File: config.mk
export PLATFORM = sky130hd
export DESIGN_NAME = bb3_window
export DESIGN_NICKNAME = d
export VERILOG_FILES = /design/src/rtl/bb3_pkg.sv /design/src/rtl/bb3_window.sv
export SDC_FILE = /design/constraint.sdc
export NUM_CORES = 1
export LEC_CHECK = 0
export BUFFER_PORTS_ARGS = -buffer_cell sky130_fd_sc_hd__buf_2
export CORE_AREA = 2 2 120 169
export CTS_CLUSTER_DIAMETER = 150
export DETAILED_ROUTE_END_ITERATION = 16
export DIE_AREA = 0 0 122 171
export PLACE_DENSITY = 0.72
export SLEW_MARGIN = 20
export SYNTH_ARGS = -nofsm -noshare
export SYNTH_HDL_FRONTEND = slang
export SYNTH_SLANG_ARGS = --single-unit
File: constraint.sdc
create_clock -name clk -period 1.2 [get_ports clk]
set_clock_uncertainty 0.1 [all_clocks]
set_input_delay 0.3 -clock clk [delete_from_list [all_inputs] [get_ports clk]]
set_output_delay 0.3 -clock clk [all_outputs]
set_load 0.01 [all_outputs]
File: src/rtl/bb3_pkg.sv
// ----------------------------------------------------------------------------
// bb3_pkg
// Shared types, constants and helper functions of the 3x3 box blur unit.
// ----------------------------------------------------------------------------
package bb3_pkg;

    localparam int MAX_WIDTH_DEF = 1024;
    localparam int MAX_HEIGHT    = 4096;
    localparam int ROW_W         = 12;
    localparam int SUM_W         = 12;
    localparam int CNT_W         = 4;
    localparam int RECIP_W       = 16;
    localparam int IMG_WIDTH_W   = 11;
    localparam int IMG_HEIGHT_W  = 13;
    localparam int CFG_INDEX_W   = 4;
    localparam int CFG_DATA_W    = 13;

    // Configuration register indexes.
    localparam logic [CFG_INDEX_W-1:0] REG_IMAGE_WIDTH  = 4'd0;
    localparam logic [CFG_INDEX_W-1:0] REG_IMAGE_HEIGHT = 4'd1;

    localparam logic [IMG_WIDTH_W-1:0]  IMAGE_WIDTH_RST  = 11'd640;
    localparam logic [IMG_HEIGHT_W-1:0] IMAGE_HEIGHT_RST = 13'd480;

    typedef struct packed {
        logic [7:0] blue;
        logic [7:0] green;
        logic [7:0] red;
    } pixel_t;

    typedef pixel_t [2:0][2:0] window_t;

    // One result to compute: the window rows rlo..2 and columns clo..2.
    typedef struct packed {
        logic [1:0] rlo;
        logic [1:0] clo;
        logic       run_last;
        logic       frame_end;
    } emit_req_t;

    function automatic logic [CNT_W-1:0] neighbor_count(input logic [1:0] rlo,
                                                       input logic [1:0] clo);
        logic [CNT_W-1:0] rows;
        logic [CNT_W-1:0] cols;
        rows = CNT_W'(3) - CNT_W'(rlo);
        cols = CNT_W'(3) - CNT_W'(clo);
        return rows * cols;
    endfunction

    // ceil(2^16 / (2n)); exact for every numerator 2*sum+n that can occur.
    function automatic logic [RECIP_W-1:0] recip_mult(input logic [CNT_W-1:0] n);
        logic [RECIP_W-1:0] m;
        case (n)
            4'd1:    m = 16'd32768;
            4'd2:    m = 16'd16384;
            4'd3:    m = 16'd10923;
            4'd4:    m = 16'd8192;
            4'd6:    m = 16'd5462;
            4'd9:    m = 16'd3641;
            default: m = 16'd0;
        endcase
        return m;
    endfunction

endpackage

File: src/rtl/bb3_window.sv
// ----------------------------------------------------------------------------
// bb3_window
// 3x3 pixel window: shifts one column left and takes a new right column.
// ----------------------------------------------------------------------------
module bb3_window
    import bb3_pkg::*;
(
    input  logic    clk,
    input  logic    rst_n,
    input  logic    load,
    input  pixel_t  above2,
    input  pixel_t  above1,
    input  pixel_t  pix,
    output window_t win
);

    window_t win_reg;
    window_t win_next;

    always_comb
    begin
        win_next = win_reg;
        if (load)
        begin
            for (int i = 0; i < 3; i++)
            begin
                win_next[i][0] = win_reg[i][1];
                win_next[i][1] = win_reg[i][2];
            end
            win_next[0][2] = above2;
            win_next[1][2] = above1;
            win_next[2][2] = pix;
        end
    end

    always_ff @(posedge clk or negedge rst_n)
    begin
        if (!rst_n)
        begin
            win_reg <= '0;
        end
        else
        begin
            win_reg <= win_next;
        end
    end

    assign win = win_reg;

endmodule

# Word-level counts from Yosys, hierarchy flattened

Cells that the tools add are included.

Bits in registers: 216
Input bits: 75

# Logic depth before layout (Yosys ltp)

Depth in word-level cells: 0
Depth in mapped cells: 4

# Worst setup path after synthesis

No wires, ideal clock.

Path type: input -> register
Start: input port load
End: register win_reg (netlist bit win[100])
Library setup time: 0.125 ns
Arrival time: 1.016 ns
Required time: 0.975 ns
Setup slack: -0.041 ns
Stages: 4
Path through: buf_6 > buf_6 > buf_6 > mux2_4

RTL lines:

| element              | RTL line         | source |
|---|---|---|
| start, declared      | bb3_window.sv:10 | `input logic load,` |
| end signal, assigned | bb3_window.sv:44 | `win_reg <= win_next;` |
| end, declared        | bb3_window.sv:17 | `window_t win_reg;` |

No word-level cell between the ends.

# Final worst setup path

Start: register win_reg (netlist bit win[65])
End: output port win[65] (netlist name)

RTL lines:

| element       | RTL line         | source |
|---|---|---|
| end, declared | bb3_window.sv:14 | `output window_t win` |

No word-level cell between the ends.

==> out/qor.yml <==
outcome: "complete, but fails checks"
violations: "setup timing"
critical_path_arrival_ns: 1.06
chipWidth_um: 122
die_y_um: 171
critical_path.top_delay_family: "flip-flops"
num_antenna_cells: 0
root_buffer: "clkbuf_16"
cp_slowest_cell: "dfrtp_1"
hp-class: "primary input to async pin"
final_max_slew_viol_count: 0
p_switching_w: 0.006065
clk_latency_ns: 0.49
dieArea_um2: 20860
hold_ws_ns: 0.1673
portBuffers: 290
overflow: 0
cp-start-kind: "register"
p_seq_share_pct: 40.6
path_clk_slew_ns: 0.07
synth-main-ff-cell: "dfrtp_1"
grt_max_degree: 47
cts_tree: "built"
relSlewSlack_pct: 82.22
synth_top_cells_by_count: "216 x dfrtp_1, 140 x mux2_4, 76 x mux2_2, 17 x buf_6, 7 x buf_2"
layout_setup_ws_ns: -0.2617
first_iter_violations: 279
clkSinkCount: 216
static-leakage-power_nw: 7.274
ios: 291
grt_pass1_vias: 6879
start_util_pct: 44.13
cts-htree-levels: 1
avgSynthCellArea_um2: 18.84
nFillCells: 1135
period_share_pct: 121.8
nets: 1153
firstDrtPassIters: 4
viasPerCell: 4.814
period_minus_slack_ns: 1.462
fin_setup_tns_ns: -47.33
syn-num-nets: 531
drt_wl_total_um: 25630
grtUsageTotal_pct: 22.19
multi_input_area_um2: 2958
core_area_um2: 19460
ys_seq_area_share_pct: 62.93
crit_fanout: 2
rsz0062_at_grt: "yes"
drc: 0
largest_register_ffs: 216
synth_area_leaders: "dfrtp_1 63%, mux2_4 24%, mux2_2 10%"
syn-instance-count: 456
synthArstFlopShare_pct: 100.0
antenna_found_initial: 0
pwr-share-comb_pct: 29.6
drive_gt1_share_pct: 73.37
synth_edf_count: 0
fmax_mhz: 684.1
instances_no_fill: 1341
cts_buffers: 22
grt_pass1_wl_um: 36160
max-cap-violations: 0
path_cells: "buf_6"
num_rows: 61
clock_power_share_pct: 29.8
irDropWorstVdd_mv: 1.279
routedWlPerCell_um: 19.11
hold_viol: 0
timing_worst_setup_path_type: "register to output pin"
netlist_area_um2: 8589
place_congestion: 0.7998
tightest_slew_ns: 0.2667
yosysTopAreaCellShare_pct: 62.93
netlist-cell-type-count: 5
crit_path_max_incr_delay_ns: 0.42
synth_most_common_cell: "dfrtp_1"
power.density_nw_per_um2: 1585
critPathCaptureType: "output pin"
synth.largest_area_cell: "dfrtp_1"
setup_violations: 217
ys_warn_count: 0
vias: 6456
p_int_w: 0.01646
dp.cells: 1004
regArea_um2: 5405
path_buf_inv: 1
switching_share_pct: 26.93
postRouteAntennaNets: 0
ys_ff_latch: 216
syn2layout_area_growth_pct: 65.42
dp_hpwl_um: 13670
cp.required_ns: 0.80
clockBufferDepth: 3
-- power by group through the flow --
stage	sequential, W	combinational [W]	clock [W]
2_1_floorplan	0.00967	0.00172	0
3_3_place_gp	0.00918	0.00389	0
3_5_place_dp	0.00927	0.00399	0
4_1_cts	0.00904	0.00578	0.00676
5_1_grt	0.00926	0.00701	0.00713
6_report	0.00915	0.00667	0.00670
-- cells by family after synthesis --
| kind of cell | after synthesis | synth area share, % |
|---|---|---|
| buffers and inverters | 24 | 2.636 |
| flip-flops | 216 | 62.93 |
| multiplexers | 216 | 34.44 |
-- layer usage --
metal	track usage [%]	share of wire [%]	wire length [um]
met1	23.93	35	8877
met5	0	0	0
met2	41.37	56	14380
met3	3.467	4.2	1089
met4	11.34	5.0	1283
-- worst reg2reg max path, stage by stage (launching register included) --
cell     delay, ns
dfrtp_1       0.40
buf_4         0.14
buf_4         0.12
buf_4         0.12
mux2_2        0.26
-- path summary, 6_finish.rpt --
| check | start | end | slack (ns) | depth (start not counted) |
|---|---|---|---|---|
| hold / removal | rst_n | win[76] | 0.17 | 2 |
| max in group asynchronous | rst_n | win[169] | 0.33 | 3 |
| min in group clk | load | win[138] | 0.29 | 3 |
| setup reg to reg | win[167] | win[167] | -0.05 | 4 |
| hold reg to reg | win[23] | win[23] | 0.40 | 1 |
| setup / recovery | win[65] | win[65] | -0.26 | 1 |
-- metrics by stage --
stage / util [%] / worst slack (ns) / area (um2) / power [W]
after floorplan: - / -0.02412 / 8708 / 0.01139
after global placement: 54.01 / -0.1390 / 10510 / 0.01307
after detailed placement: 54.01 / -0.1674 / 10510 / 0.01326
after CTS: 69.16 / -0.2662 / 13460 / 0.02157
after global routing: 73.01 / -0.2897 / 14210 / 0.02340
final: 73.01 / -0.2617 / 14210 / 0.02253
-- layout by cell type (no fill, tap or decap) --
master	n
buf_2	199
bufinv_16	2
dlygate4sd3_1	73
mux2_2	76
clkinvlp_4	1
mux2_4	140
clkbuf_8	1
clkbuf_1	1
clkinv_4	1
dfrtp_1	216
buf_6	89
clkbuf_16	23
buf_12	11
buf_8	1
buf_4	248
clkinv_2	7
-- repair_timing --
action                                  4_1_cts  5_1_grt
resized for setup                            57       43
setup buffers                               161       68
endpoints found under the hold margin       288        0
hold buffers                                 73        0
endpoints found under the setup margin      216      216
-- area by class of cell --
| cell class | count | area share (%) |
|---|---|---|
| clock buffer | 24 | 4.077 |
| clock inverter | 11 | 0.7837 |
| multi-input combinational | 216 | 20.82 |
| sequential | 216 | 38.04 |
| tap | 252 | 2.219 |
| timing repair buffer | 622 | 34.06 |
Note: power is estimated with default switching activity, not from simulation.
