$ cat config.mk
export PLATFORM = sky130hd
export DESIGN_NAME = bb3_mean
export DESIGN_NICKNAME = d
export VERILOG_FILES = /design/src/rtl/bb3_pkg.sv /design/src/rtl/bb3_mean.sv
export SDC_FILE = /design/constraint.sdc
export NUM_CORES = 1
export LEC_CHECK = 0
export BUFFER_PORTS_ARGS = -buffer_cell sky130_fd_sc_hd__buf_2
export CORE_ASPECT_RATIO = 0.75
export CORE_MARGIN = 3
export CORE_UTILIZATION = 35
export CTS_BUF_LIST = sky130_fd_sc_hd__clkbuf_8
export DETAILED_ROUTE_END_ITERATION = 6
export PLACE_DENSITY_LB_ADDON = 0.12
export RECOVER_POWER = 50
export SLEW_MARGIN = 10
export SYNTH_ARGS = -nofsm -noshare
export SYNTH_HDL_FRONTEND = slang
export SYNTH_SLANG_ARGS = --single-unit
$ cat constraint.sdc
create_clock -name clk -period 9 [get_ports clk]
set_input_delay 1.35 -clock clk [delete_from_list [all_inputs] [get_ports clk]]
set_output_delay 1.35 -clock clk [all_outputs]
set_load 0.02 [all_outputs]
$ cat src/rtl/bb3_pkg.sv
// ----------------------------------------------------------------------------
// bb3_pkg
// Shared types, constants and helper functions of the 3x3 box blur unit.
// ----------------------------------------------------------------------------
package bb3_pkg;

    localparam int MAX_WIDTH_DEF = 1024;
    localparam int MAX_HEIGHT    = 4096;
    localparam int ROW_W         = 12;
    localparam int SUM_W         = 12;
    localparam int CNT_W         = 4;
    localparam int RECIP_W       = 16;
    localparam int IMG_WIDTH_W   = 11;
    localparam int IMG_HEIGHT_W  = 13;
    localparam int CFG_INDEX_W   = 4;
    localparam int CFG_DATA_W    = 13;

    // Configuration register indexes.
    localparam logic [CFG_INDEX_W-1:0] REG_IMAGE_WIDTH  = 4'd0;
    localparam logic [CFG_INDEX_W-1:0] REG_IMAGE_HEIGHT = 4'd1;

    localparam logic [IMG_WIDTH_W-1:0]  IMAGE_WIDTH_RST  = 11'd640;
    localparam logic [IMG_HEIGHT_W-1:0] IMAGE_HEIGHT_RST = 13'd480;

    typedef struct packed {
        logic [7:0] blue;
        logic [7:0] green;
        logic [7:0] red;
    } pixel_t;

    typedef pixel_t [2:0][2:0] window_t;

    // One result to compute: the window rows rlo..2 and columns clo..2.
    typedef struct packed {
        logic [1:0] rlo;
        logic [1:0] clo;
        logic       run_last;
        logic       frame_end;
    } emit_req_t;

    function automatic logic [CNT_W-1:0] neighbor_count(input logic [1:0] rlo,
                                                       input logic [1:0] clo);
        logic [CNT_W-1:0] rows;
        logic [CNT_W-1:0] cols;
        rows = CNT_W'(3) - CNT_W'(rlo);
        cols = CNT_W'(3) - CNT_W'(clo);
        return rows * cols;
    endfunction

    // ceil(2^16 / (2n)); exact for every numerator 2*sum+n that can occur.
    function automatic logic [RECIP_W-1:0] recip_mult(input logic [CNT_W-1:0] n);
        logic [RECIP_W-1:0] m;
        case (n)
            4'd1:    m = 16'd32768;
            4'd2:    m = 16'd16384;
            4'd3:    m = 16'd10923;
            4'd4:    m = 16'd8192;
            4'd6:    m = 16'd5462;
            4'd9:    m = 16'd3641;
            default: m = 16'd0;
        endcase
        return m;
    endfunction

endpackage

$ cat src/rtl/bb3_mean.sv
// ----------------------------------------------------------------------------
// bb3_mean
// Masked window sum, rounded mean by reciprocal multiply, output register.
// ----------------------------------------------------------------------------
module bb3_mean
    import bb3_pkg::*;
(
    input  logic       clk,
    input  logic       rst_n,
    input  window_t    win,
    input  logic       req_valid,
    input  emit_req_t  req,
    output logic       req_ready,
    output logic       m_tvalid,
    input  logic       m_tready,
    output logic [23:0] m_tdata,   // out_red [7:0], out_green [15:8], out_blue [23:16]
    output logic       m_tlast,    // run_last
    output logic       m_tuser     // frame_end
);

    logic [SUM_W-1:0] sum_r_next, sum_g_next, sum_b_next;
    logic [SUM_W-1:0] sum_r_reg, sum_g_reg, sum_b_reg;
    logic [CNT_W-1:0] n_reg;
    logic             last_reg, fend_reg, s1_valid_reg;

    logic [7:0]       red_reg, green_reg, blue_reg;
    logic             tlast_reg, tuser_reg, m_valid_reg;

    logic             out_free, s1_move, s1_load;
    logic [RECIP_W-1:0] mult;
    logic [7:0]       q_r, q_g, q_b;

    // Row sums first, then the total; pixels outside the frame are masked.
    always_comb
    begin
        logic [SUM_W-1:0] row_r [3];
        logic [SUM_W-1:0] row_g [3];
        logic [SUM_W-1:0] row_b [3];
        for (int i = 0; i < 3; i++)
        begin
            row_r[i] = '0;
            row_g[i] = '0;
            row_b[i] = '0;
            for (int j = 0; j < 3; j++)
            begin
                if (2'(i) >= req.rlo && 2'(j) >= req.clo)
                begin
                    row_r[i] = row_r[i] + SUM_W'(win[i][j].red);
                    row_g[i] = row_g[i] + SUM_W'(win[i][j].green);
                    row_b[i] = row_b[i] + SUM_W'(win[i][j].blue);
                end
            end
        end
        sum_r_next = row_r[0] + row_r[1] + row_r[2];
        sum_g_next = row_g[0] + row_g[1] + row_g[2];
        sum_b_next = row_b[0] + row_b[1] + row_b[2];
    end

    assign out_free  = !m_valid_reg || m_tready;
    assign s1_move   = s1_valid_reg && out_free;
    assign req_ready = !s1_valid_reg || s1_move;
    assign s1_load   = req_valid && req_ready;

    // floor((2*sum + n) / (2n)) as a multiply by ceil(2^16 / 2n).
    assign mult = recip_mult(n_reg);

    always_comb
    begin
        logic [SUM_W:0]            t_r, t_g, t_b;
        logic [SUM_W+RECIP_W:0]    p_r, p_g, p_b;
        t_r = {sum_r_reg, 1'b0} + (SUM_W+1)'(n_reg);
        t_g = {sum_g_reg, 1'b0} + (SUM_W+1)'(n_reg);
        t_b = {sum_b_reg, 1'b0} + (SUM_W+1)'(n_reg);
        p_r = t_r * mult;
        p_g = t_g * mult;
        p_b = t_b * mult;
        q_r = p_r[RECIP_W+7:RECIP_W];
        q_g = p_g[RECIP_W+7:RECIP_W];
        q_b = p_b[RECIP_W+7:RECIP_W];
    end

    always_ff @(posedge clk or negedge rst_n)
    begin
        if (!rst_n)
        begin
            s1_valid_reg <= 1'b0;
            m_valid_reg  <= 1'b0;
        end
        else
        begin
            if (s1_load)
            begin
                s1_valid_reg <= 1'b1;
            end
            else if (s1_move)
            begin
                s1_valid_reg <= 1'b0;
            end
            if (s1_move)
            begin
                m_valid_reg <= 1'b1;
            end
            else if (m_tready)
            begin
                m_valid_reg <= 1'b0;
            end
        end
    end

    always_ff @(posedge clk)
    begin
        if (s1_load)
        begin
            sum_r_reg <= sum_r_next;
            sum_g_reg <= sum_g_next;
            sum_b_reg <= sum_b_next;
            n_reg     <= neighbor_count(req.rlo, req.clo);
            last_reg  <= req.run_last;
            fend_reg  <= req.frame_end;
        end
        if (s1_move)
        begin
            red_reg   <= q_r;
            green_reg <= q_g;
            blue_reg  <= q_b;
            tlast_reg <= last_reg;
            tuser_reg <= fend_reg;
        end
    end

    assign m_tvalid = m_valid_reg;
    assign m_tdata  = {blue_reg, green_reg, red_reg};
    assign m_tlast  = tlast_reg;
    assign m_tuser  = tuser_reg;

endmodule

# [After elaboration in Yosys (flattened, before gate mapping)]
# Cells that the tools add are included.
[word_totals] elab_cells=107 output_inout_bits=28 register_bits=70 in_bits=226
[classes] n_eq_ne=6 muxes=32 reduce_logical=17 n_mul=4 order_cmp=6 n_addsub=29
[ops] operator="12-bit by 8-bit adder with 12-bit output" n=18
[ops] operator="12-bit 2-to-1 mux" n=18
[ops] operator="16-bit case mux with 6 select lines" n=1
[ops] operator="12-bit adder" n=6
[ops] operator="13-bit by 16-bit multiplier with 24-bit output" n=3
[ops] operator="8-bit 2-to-1 mux" n=9
[ops] operator="13-bit by 4-bit adder with 13-bit output" n=3
[ops] operator="1-bit logical AND" n=11
[ops] operator="4-bit by 2-bit equality test with 1-bit output, second input constant" n=2
[ops] operator="4-bit by 3-bit equality test with 1-bit output, second input constant" n=2
[ops] operator="1-bit by 2-bit >= comparator with 1-bit output, first input constant" n=4
[ops] operator="2-bit by 2-bit subtractor with 3-bit output, first input constant" n=2
[ops] operator="4-bit by 1-bit equality test with 1-bit output, second input constant" n=1
[ops] operator="4-bit equality test, second input constant" n=1
[ops] operator="2-bit >= comparator, first input constant" n=2
[ops] operator="3-bit by 3-bit multiplier with 4-bit output" n=1
[ops] operator="1-bit 2-to-1 mux" n=4
[ops] operator="2-bit nonzero test" n=2
[ops] operator="1-bit logical NOT" n=2
[ops] operator="1-bit logical OR" n=2

# [Logic depth before layout (Yosys ltp)]
# Gate-level depths: netlist of run 1.
[depth] depth_word=9 ltp_mapped=27 mapped_depth_nobuf=26

# [Worst setup path after synthesis of run 1]
# No wires, ideal clock.
[synth_timing] kind="reg-to-reg" start="register n_reg[2]" end="register blue_reg[7] (data pin)" path_stages_with_launch=26 arrival_ns=6.565 synth_period_minus_slack_ns=6.824 required_ns=8.740 setup_ns=0.260 n_path_buf=2 path_slack_ns=2.176 cell_sequence="edfxtp_1 -> buf_2 -> nand2b_1 -> nor2_1 -> nand2_1 -> nand2_1 -> inv_2 -> clkbuf_1 -> nor2_1 -> inv_1 -> fa_1 -> fa_1 -> inv_1 -> fa_1 -> fa_1 -> inv_1 -> fa_1 -> inv_1 -> ha_1 -> a21o_1 -> a2111oi_0 -> a211o_1 -> a31oi_2 -> a21oi_1 -> o21bai_2 -> xnor2_1"
[synth_between] elab_chain_cells=3 word_cells_on_any_way=9 classes_between="1 x add/sub; 1 x mul; 6 x eq/ne; 1 x mux"
[synth_rtl] element="start: declaration" line_no="bb3_mean.sv:23" rtl="logic [CNT_W-1:0] n_reg;"
[synth_rtl] element="start signal: assignment" line_no="bb3_mean.sv:117" rtl="n_reg <= neighbor_count(req.rlo, req.clo);"
[synth_rtl] element="parallel branches: the longest is 2 deep, another holds 13-bit by 4-bit adder with 13-bit output"
[synth_rtl] element="13-bit by 16-bit multiplier with 24-bit output *" line_no="bb3_mean.sv:76" rtl="p_b = t_b * mult;"
[synth_rtl] element="net q_b[7]" line_no="bb3_mean.sv:31" rtl="logic [7:0] q_r, q_g, q_b;"
[synth_rtl] element="end signal: assignment" line_no="bb3_mean.sv:125" rtl="blue_reg <= q_b;"
[synth_rtl] element="end: declaration" line_no="bb3_mean.sv:26" rtl="logic [7:0] red_reg, green_reg, blue_reg;"
# Mark *: on every way through the listed nets, which the timed path passes.
# A chain may end at the register's enable or synchronous reset.

# [Worst setup path in the final report of run 1]
# Same ends and word-level chain as after synthesis.

==> results_dict.tcl, run 1 <==
set metrics [dict create \
    async_reset_ff_frac 0.0286 \
    max_freq_ghz 0.135 \
    setup_tns_ns 0 \
    clk_path_buf_depth 2 \
    fin_skew_ns 0.0235 \
    ys_top_cells_by_area "fa_1 (35%), ha_1 (16%), inv_1 (11%)" \
    overflow 0 \
    ys.warnings.count 0 \
    critical_path_required_ns 9.18 \
    synth_ff_type "edfxtp_1" \
    arrival_ns 7.57 \
    seq_area_mm2 0.00209 \
    max_cap_viol_count 2 \
    fillerInstances 7498 \
    final-setup-viol-count 0 \
    min_from "last_reg" \
    total_power_uw 3400 \
    crit_path_start "n_reg[2]" \
    wl_um 78300 \
    port_buffers 253 \
    maxSlewViolCount 70 \
    die_x_um 318 \
    final_nets 4190 \
    rrSetupSlack_ns 1.61 \
    syn_avg_cell_area_um2 8.71 \
    yosys.area.top_type "fa_1" \
    clock-sinks 70 \
    cts_tree "done" \
    post_cts_resize_count 0 \
    grt_pass1_wl_um 124000 \
    ctsHtreeMaxLevel 3 \
    grt.total_usage 0.211 \
    cts_setup_buffers 0 \
    syn2layout_area_growth_pct 10.3 \
    drt_iter0_markers 1040 \
    p_leak_uw 0.0149 \
    violations "capacitance limit, slew limit" \
    post-dp-hpwl_um 70600 \
    drive_gt1_frac 0.0922 \
    ctsHoldBuffers 0 \
    clk_pin_slew_ns 0.11 \
    syn_area_mm2 0.0256 \
    worstSetupPathType "reg -> reg" \
    hold_violations 0 \
    ant_nets 0 \
    vias 19800 \
    syn_inst 2941 \
    cp-start-kind "flop" \
    period_share 0.821 \
    slew_headroom -0.895 \
    viasPerCell 4.79 \
    grt_pass1_vias 21800 \
    min_period_ns 7.39 \
    die_h_um 240 \
    root_buffer "clkbuf_8" \
    yosysSeqAreaShare 0.0817 \
    crit_fanout 14 \
    drcViolationCount 0 \
    status "finished with violations" \
    ioPinCount 254 \
    end_kind "flop" \
    antennaDiodeCount 0 \
    globalplace.congestion 0.935 \
    grt_setup_unrepaired "no" \
    worstMarginPinSlew_ns 2.84 \
    first_pass_iters 7 \
    synth_edf_count 68 \
    multi_input_area_mm2 0.0205 \
    r2r-start "n_reg[2]" \
    synth_top_cell_area_share 0.348 \
    power.density_mw_per_mm2 120 \
    hold_class "reg -> reg" \
    wl_per_cell_um 18.9 \
    dieArea_mm2 0.0765 \
    numCtsBuffers 9 \
    antenna_found_initial 0 \
    std_cell_rows 85 \
    peakVddDrop_v 0.0000933 \
    insertion_delay_ns 0.43 \
    synth_seq_cells 70 \
    synth_cell_types 69 \
    core_mm2 0.0721 \
    grt_max_degree 43 \
    start_util 0.355 \
]
-- worst max-delay path: stages (launching register included) --
cell	delay, ns
edfxtp_1	0.72
ha_1	0.34
a21o_1	0.18
a21oi_1	0.43
nor2_1	0.16
xnor2_1	0.41
nor2_1	0.16
inv_1	0.17
fa_1	0.46
fa_1	0.51
inv_1	0.06
fa_1	0.53
fa_1	0.50
inv_1	0.05
fa_1	0.48
inv_1	0.04
ha_1	0.28
a21o_1	0.16
a2111oi_0	0.58
a211o_1	0.27
a31oi_2	0.15
a21oi_1	0.30
o21bai_2	0.09
xnor2_1	0.12
-- kinds of logic after synthesis --
kind of cell	count (synthesis)	synth area share
other cells	2	0.000293
flops	70	0.0817
mux	8	0.00313
buf+inv	828	0.122
compound gates	345	0.0796
xor+xnor	172	0.0611
fa+ha+maj	781	0.512
simple gates	735	0.141
-- path summary, 6_finish.rpt --
check | end | cells after the start
worst max-delay path | blue_reg[7] | 23
worst min-delay path | m_tlast | 0
worst max register to register | blue_reg[7] | 23
worst min register to register | m_tlast | 0
max in group asynchronous | s1_valid_reg | 1
min in group asynchronous | m_tvalid | 1
-- synthesized netlist by cell type, drive strengths merged (19+ instances only) --
cell	n
inv	776
fa	445
ha	336
nand2	209
nor2	206
o21ai	123
a21oi	115
xnor2	114
and2	106
edfxtp	68
xor2	56
clkbuf	49
nor3	48
nor2b	44
a21boi	32
a21o	31
nand3	19
-- power breakdown --
| part | switching (uW) | internal [uW] | leakage (uW) |
|---|---|---|---|
| combinational | 1540 | 1010 | 0.0141 |
| sequential | 59.8 | 489 | 0.000689 |
| clock | 165 | 132 | 0.000106 |
-- per-stage QoR --
stage / hold WS, ns / cell area, um2 / util / std cells / setup slack [ns]
after floorplan: 0.400 / 25600 / - / 2951 / 2.18
after global placement: 0.403 / 28100 / 0.390 / 4129 / 1.80
after detailed placement: 0.409 / 28100 / 0.390 / 4129 / 1.65
after CTS: 0.432 / 28300 / 0.392 / 4145 / 1.63
after global routing: 0.434 / 28300 / 0.392 / 4145 / 1.25
final: 0.429 / 28300 / 0.392 / 4145 / 1.61
-- cells in the final DEF, fill, tap and decap left out, types with 9 or more instances in the layout --
cell type,synthesis,routed
edfxtp_1,68,68
a21boi_0,32,32
nor3b_1,13,13
a21oi_1,113,113
a21o_1,31,31
clkbuf_8,0,9
o21ai_0,120,120
nand2b_1,16,16
nand3_1,19,19
clkbuf_1,49,28
nor3_1,47,45
buf_4,1,20
and2_1,106,104
or3_1,14,14
fa_1,445,445
nor2_1,205,204
nor2b_1,44,44
ha_1,336,336
xor2_1,53,53
nand2_1,209,209
xnor2_1,113,113
inv_1,773,773
conb_1,2,12
and3_1,18,18
buf_2,2,225
-- layout make-up --
type,count,share of cell area
inverter,776,0.103
sequential,70,0.0740
clock inverter,7,0.00288
timing repair buffer,273,0.0489
clock buffer,9,0.00438
multi-input combinational,2053,0.724
tap,957,0.0424
-- routing by layer --
layer,track usage,up-vias,routed length [um],part of all wire
met1,0.319,9952,40300,0.51
met3,0.0363,28,3840,0.049
li1,-,9480,-,-
met5,0,-,0,0
met4,0.0230,0,507,0.0065
met2,0.326,380,33700,0.43
(Power assumes the default switching activity.)
==> run 2, diff against run 1 <==
==> constraint.sdc (replaced) <==
create_clock -name clk -period 6.1 [get_ports clk]
set_input_delay 0.915 -clock clk [delete_from_list [all_inputs] [get_ports clk]]
set_output_delay 0.915 -clock clk [all_outputs]
set_load 0.02 [all_outputs]
==> results_dict.tcl, run 2 (same netlist as run 1, synthesis figures left out) <==
set metrics [dict create \
    multi_input_area_mm2 0.0217 \
    final-setup-viol-count 15 \
    end_kind "flop" \
    peakVddDrop_v 0.000149 \
    min_period_ns 6.44 \
    final_nets 4672 \
    drt_iter0_markers 979 \
    wl_per_cell_um 17.6 \
    ctsHtreeMaxLevel 3 \
    place_ws_ns -0.483 \
    numCtsBuffers 9 \
    maxSlewViolCount 70 \
    root_buffer "clkbuf_8" \
    ctsHoldBuffers 0 \
    syn2layout_area_growth_pct 30.5 \
    cp_slowest_cell "fa_1" \
    violations "capacitance limit, slew limit, setup timing" \
    layout_commonest_cell "inv_1" \
    grt.total_usage 0.220 \
    cp.buffers_inverters 10 \
    start_util 0.355 \
    stdcell_count 4632 \
    wl_um 81600 \
    ant_nets 0 \
    globalplace.congestion 0.906 \
    final_cell_mix "inv_1 (742), buf_4 (469), fa_1 (415), ha_1 (314), buf_2 (224)" \
    grt_max_degree 43 \
    dieArea_mm2 0.0765 \
    max_cap_viol_count 2 \
    vias 21400 \
    grt_pass1_wl_um 129000 \
    fillerInstances 7143 \
    critical_path_required_ns 6.30 \
    die_h_um 240 \
    overflow 0 \
    fin_skew_ns 0.0345 \
    hold_violations 0 \
    seq_area_mm2 0.00209 \
    viasPerCell 4.62 \
    p_leak_uw 0.0175 \
    crit_fanout 4 \
    port_buffers 253 \
    first_pass_iters 6 \
    worstMarginPinSlew_ns 2.72 \
    total_power_uw 6280 \
    crit_path_frequent_cell "buf_6" \
    clock-sinks 70 \
    drcViolationCount 0 \
    setup_slack_ns -0.341 \
    status "finished with violations" \
    setup_tns_ns -2.72 \
    grt_setup_unrepaired "yes" \
    clk_pin_slew_ns 0.12 \
    period_share 1.06 \
    post-dp-hpwl_um 73700 \
    cp-start-kind "flop" \
    arrival_ns 6.64 \
    hold_class "in -> async" \
    max_freq_ghz 0.155 \
    antenna_found_initial 6 \
    std_cell_rows 85 \
    core_mm2 0.0721 \
    numPlacedInstances 4565 \
    grt_pass1_vias 23300 \
    die_x_um 318 \
    cts_tree "done" \
    worstSetupPathType "reg -> reg" \
    clk_path_buf_depth 2 \
    drive_gt1_frac 0.275 \
    utilization 0.463 \
    slew_headroom -0.814 \
    insertion_delay_ns 0.44 \
    cp_top_family "adder cells" \
    critical_path.max_stage_delay_ns 0.53 \
    power.density_mw_per_mm2 188 \
    ioPinCount 254 \
]
run 2: cell count changes in the layout (fill, tap and decap cells not counted), moves of 23 or more:
cell / change
buf_4: +449
fa_1: -30
fa_2: +30
inv_1: -31
inv_2: +30
nor2_1: -32
o21ai_0: -23
run 2: area by class of cell:
class | instances | area share
antenna | 5 | 0.000374
sequential | 70 | 0.0626
timing repair buffer | 755 | 0.156
clock inverter | 7 | 0.00311
clock buffer | 9 | 0.00371
tap | 957 | 0.0358
multi-input combinational | 2053 | 0.651
inverter | 776 | 0.0872
run 2: final timing paths:
kind / start / to / slack (ns) / depth (start not counted)
setup / recovery: n_reg[1] / blue_reg[6] / -0.34 / 28
hold / removal: rst_n / m_tvalid / 0.27 / 1
setup reg to reg: n_reg[1] / blue_reg[6] / -0.34 / 28
hold reg to reg: last_reg / m_tlast / 0.44 / 0
max in group asynchronous: rst_n / s1_valid_reg / 5.70 / 1
min in group clk: last_reg / m_tlast / 0.44 / 0
run 2: repair_timing:
item | 4_1_cts | 5_1_grt
buffers inserted | 30 | 18
endpoints found under the setup margin | 19 | 37
pin swaps | 71 | 105
resized for setup | 126 | 168
hold endpoints to repair | 0 | 0
run 2: report_power, final:
part / switching, uW / leakage, uW / total (uW) / internal, uW
Clock: 231 / 0.000115 / 467 / 235
Combinational: 2660 / 0.0167 / 5030 / 2370
Sequential: 68.6 / 0.000689 / 789 / 721
run 2: through the flow:
step / hold WS, ns / cell area (um2)
floorplan: 0.400 / 25900
global placement: 0.403 / 31700
detailed placement: 0.414 / 31700
CTS: 0.226 / 32800
global route: 0.238 / 33400
finish: 0.272 / 33400
run 2: metal layers:
metal	routed length (um)	vias to the layer above	global-route usage
li1	-	10500	-
met2	36600	361	0.351
met4	1040	2	0.0343
met1	39400	10500	0.317
met3	4540	58	0.0412
met5	12	-	0
==> run 3, diff against run 2 <==
--- a/config.mk
+++ b/config.mk
@@ -5,6 +5,7 @@
 export SDC_FILE = /design/constraint.sdc
 export NUM_CORES = 1
 export LEC_CHECK = 0
+export ABC_AREA = 1
 export BUFFER_PORTS_ARGS = -buffer_cell sky130_fd_sc_hd__buf_2
 export CORE_ASPECT_RATIO = 0.75
 export CORE_MARGIN = 3
==> results_dict.tcl, run 3 <==
set metrics [dict create \
    ant_nets 0 \
    grt_pass1_wl_um 132000 \
    worstSetupPathType "reg -> reg" \
    p_leak_uw 0.0183 \
    cp.depth 29 \
    synth_edf_count 68 \
    fin_skew_ns 0.0379 \
    worstMarginPinSlew_ns 2.22 \
    critical_path_required_ns 6.33 \
    numPlacedInstances 5104 \
    grt_setup_unrepaired "yes" \
    async_reset_ff_frac 0.0286 \
    period_share 1.02 \
    yosysSeqAreaShare 0.0782 \
    grt_max_degree 42 \
    numCtsBuffers 9 \
    start_util 0.355 \
    max_cap_viol_count 2 \
    slew_headroom -0.481 \
    viasPerCell 4.56 \
    arrival_ns 6.42 \
    fillerInstances 7756 \
    ff2ff_path_depth 29 \
    crit_fanout 3 \
    clk_path_buf_depth 2 \
    yosysMostFrequentCell "inv_1" \
    port_buffers 253 \
    std_cell_rows 87 \
    core_mm2 0.0754 \
    grt_pass1_vias 24300 \
    synth_seq_cells 70 \
    layout_commonest_cell "inv_1" \
    yosys.area.top_type "fa_1" \
    clock-sinks 70 \
    synth_top_cell_area_share 0.333 \
    status "finished with violations" \
    die_h_um 245 \
    drive_gt1_frac 0.244 \
    critical_path.max_stage_delay_ns 0.61 \
    drt_iter0_markers 1204 \
    syn_inst 3532 \
    stdcell_count 5163 \
    cp_slowest_cell "fa_2" \
    final-setup-viol-count 2 \
    synth_common_cells "inv_1 (977), nand2_1 (555), fa_1 (445), nor2_1 (383), ha_1 (336)" \
    setup_slack_ns -0.0980 \
    routed-wl-met2_um 35000 \
    hold_violations 0 \
    violations "capacitance limit, slew limit, setup timing" \
    vias 23500 \
    insertion_delay_ns 0.47 \
    cp.buffers_inverters 6 \
    drcViolationCount 0 \
    final_cell_mix "inv_1 (923), nand2_1 (483), fa_1 (407), buf_4 (333), nor2_1 (324)" \
    dieArea_mm2 0.0798 \
    peakVddDrop_v 0.000183 \
    root_buffer "clkbuf_8" \
    cts_tree "done" \
    dr.max_layer_used "met5" \
    ctsHtreeMaxLevel 3 \
    die_x_um 325 \
    ys.warnings.count 0 \
    globalplace.congestion 0.924 \
    post-dp-hpwl_um 73800 \
    min_period_ns 6.20 \
    syn_area_mm2 0.0268 \
    wl_met3_um 5900 \
    antenna_found_initial 3 \
    wl_per_cell_um 16.1 \
    ioPinCount 254 \
    setup_tns_ns -0.122 \
    syn2layout_area_growth_pct 26.6 \
    cp_top_family "adder cells" \
    synth_ff_type "edfxtp_1" \
    overflow 0 \
    cp-start-kind "flop" \
    synth_cell_types 48 \
    wl_met1_um 41600 \
    end_kind "flop" \
    hold_class "in -> async" \
    max_freq_ghz 0.161 \
    final_nets 5140 \
    wl_um 83100 \
    maxSlewViolCount 53 \
    ys_top_cells_by_area "fa_1 (33%), ha_1 (16%), inv_1 (14%)" \
    first_pass_iters 5 \
    power.density_mw_per_mm2 226 \
    clk_pin_slew_ns 0.11 \
    grt.total_usage 0.213 \
    syn_avg_cell_area_um2 7.58 \
]
==> run 3: cell count changes after synthesis, moves of 17 or more <==
cell and delta:
nor2_1 +178, nor3_1 -27, and3_1 -17, clkbuf_1 -20, nand3_1 +99, a21boi_0 -29
a21oi_1 +104, nor2b_1 -44, inv_1 +204, nand2_1 +346, and2_1 -106, xnor2_1 -83
==> run 3: metal layers <==
| metal | up-vias | global-route usage |
|---|---|---|
| li1 | 11900 | - |
| met1 | 11200 | 0.318 |
| met2 | 466 | 0.321 |
| met3 | 30 | 0.0503 |
| met4 | 2 | 0.0229 |
| met5 | - | 0 |
==> run 3: final timing paths <==
kind | slack (ns) | to | startpoint
max | -0.1 | blue_reg[7] | n_reg[1]
min | 0.25 | s1_valid_reg | rst_n
max reg2reg | -0.1 | blue_reg[7] | n_reg[1]
min reg2reg | 0.43 | m_tlast | last_reg
max in group asynchronous | 5.71 | m_tvalid | rst_n
min in group clk | 0.43 | m_tlast | last_reg
==> run 3: cell type report <==
cell class	instances	area [um2]	area share
inverter	992	3730	0.110
timing repair buffer	621	4170	0.123
clock inverter	7	57.6	0.00170
sequential	70	2090	0.0618
tap	1023	1280	0.0378
antenna	2	5.00	0.000148
clock buffer	9	124	0.00366
multi-input combinational	2439	22400	0.662
==> run 3: per-stage QoR <==
stage,utilization,area [um2],worst slack (ns),power (uW),hold WS (ns)
floorplan,-,26800,0.0733,3990,0.400
global placement,0.420,31700,-0.189,6170,0.402
detailed placement,0.420,31700,-0.335,6140,0.409
CTS,0.428,32300,-0.0392,6730,0.199
global route,0.449,33900,-0.420,8560,0.225
finish,0.449,33900,-0.0980,7660,0.252
==> run 3: cells by family (layout without fill, tap and decap cells) <==
kind of cell,Yosys count,after routing,synth area share
and+or+nand+nor,1158,1158,0.179
buffers and inverters,1033,1629,0.145
adders and majority gates,781,781,0.490
AOI/OAI and AO/OA,414,414,0.0833
xor gates and xnor gates,74,74,0.0242
DFF,70,70,0.0782
other,2,14,0.000281
==> run 3: worst reg2reg max path, delay by kind of cell, from the launching register on <==
family | cells | cell delay, ns
flip-flops | 1 | 0.42
buffers and inverters | 6 | 0.53
adder cells (fa/ha/maj) | 8 | 3.38
AND/OR/NAND/NOR | 12 | 1.12
AO/OA/AOI/OAI | 3 | 0.55
==> run 3: power breakdown <==
group | internal [uW] | switching, uW | total, uW | leakage, uW
clock | 153 | 261 | 414 | 0.0000882
sequential | 730 | 82.8 | 813 | 0.000690
combinational | 2790 | 3640 | 6430 | 0.0176
total | 3670 | 3980 | 7660 | 0.0183
==> run 3: what timing repair did <==
action	CTS	global route
setup endpoints to repair	19	25
resized for setup	75	377
pin swaps	23	155
buffers inserted	12	33
hold buffers	0	0
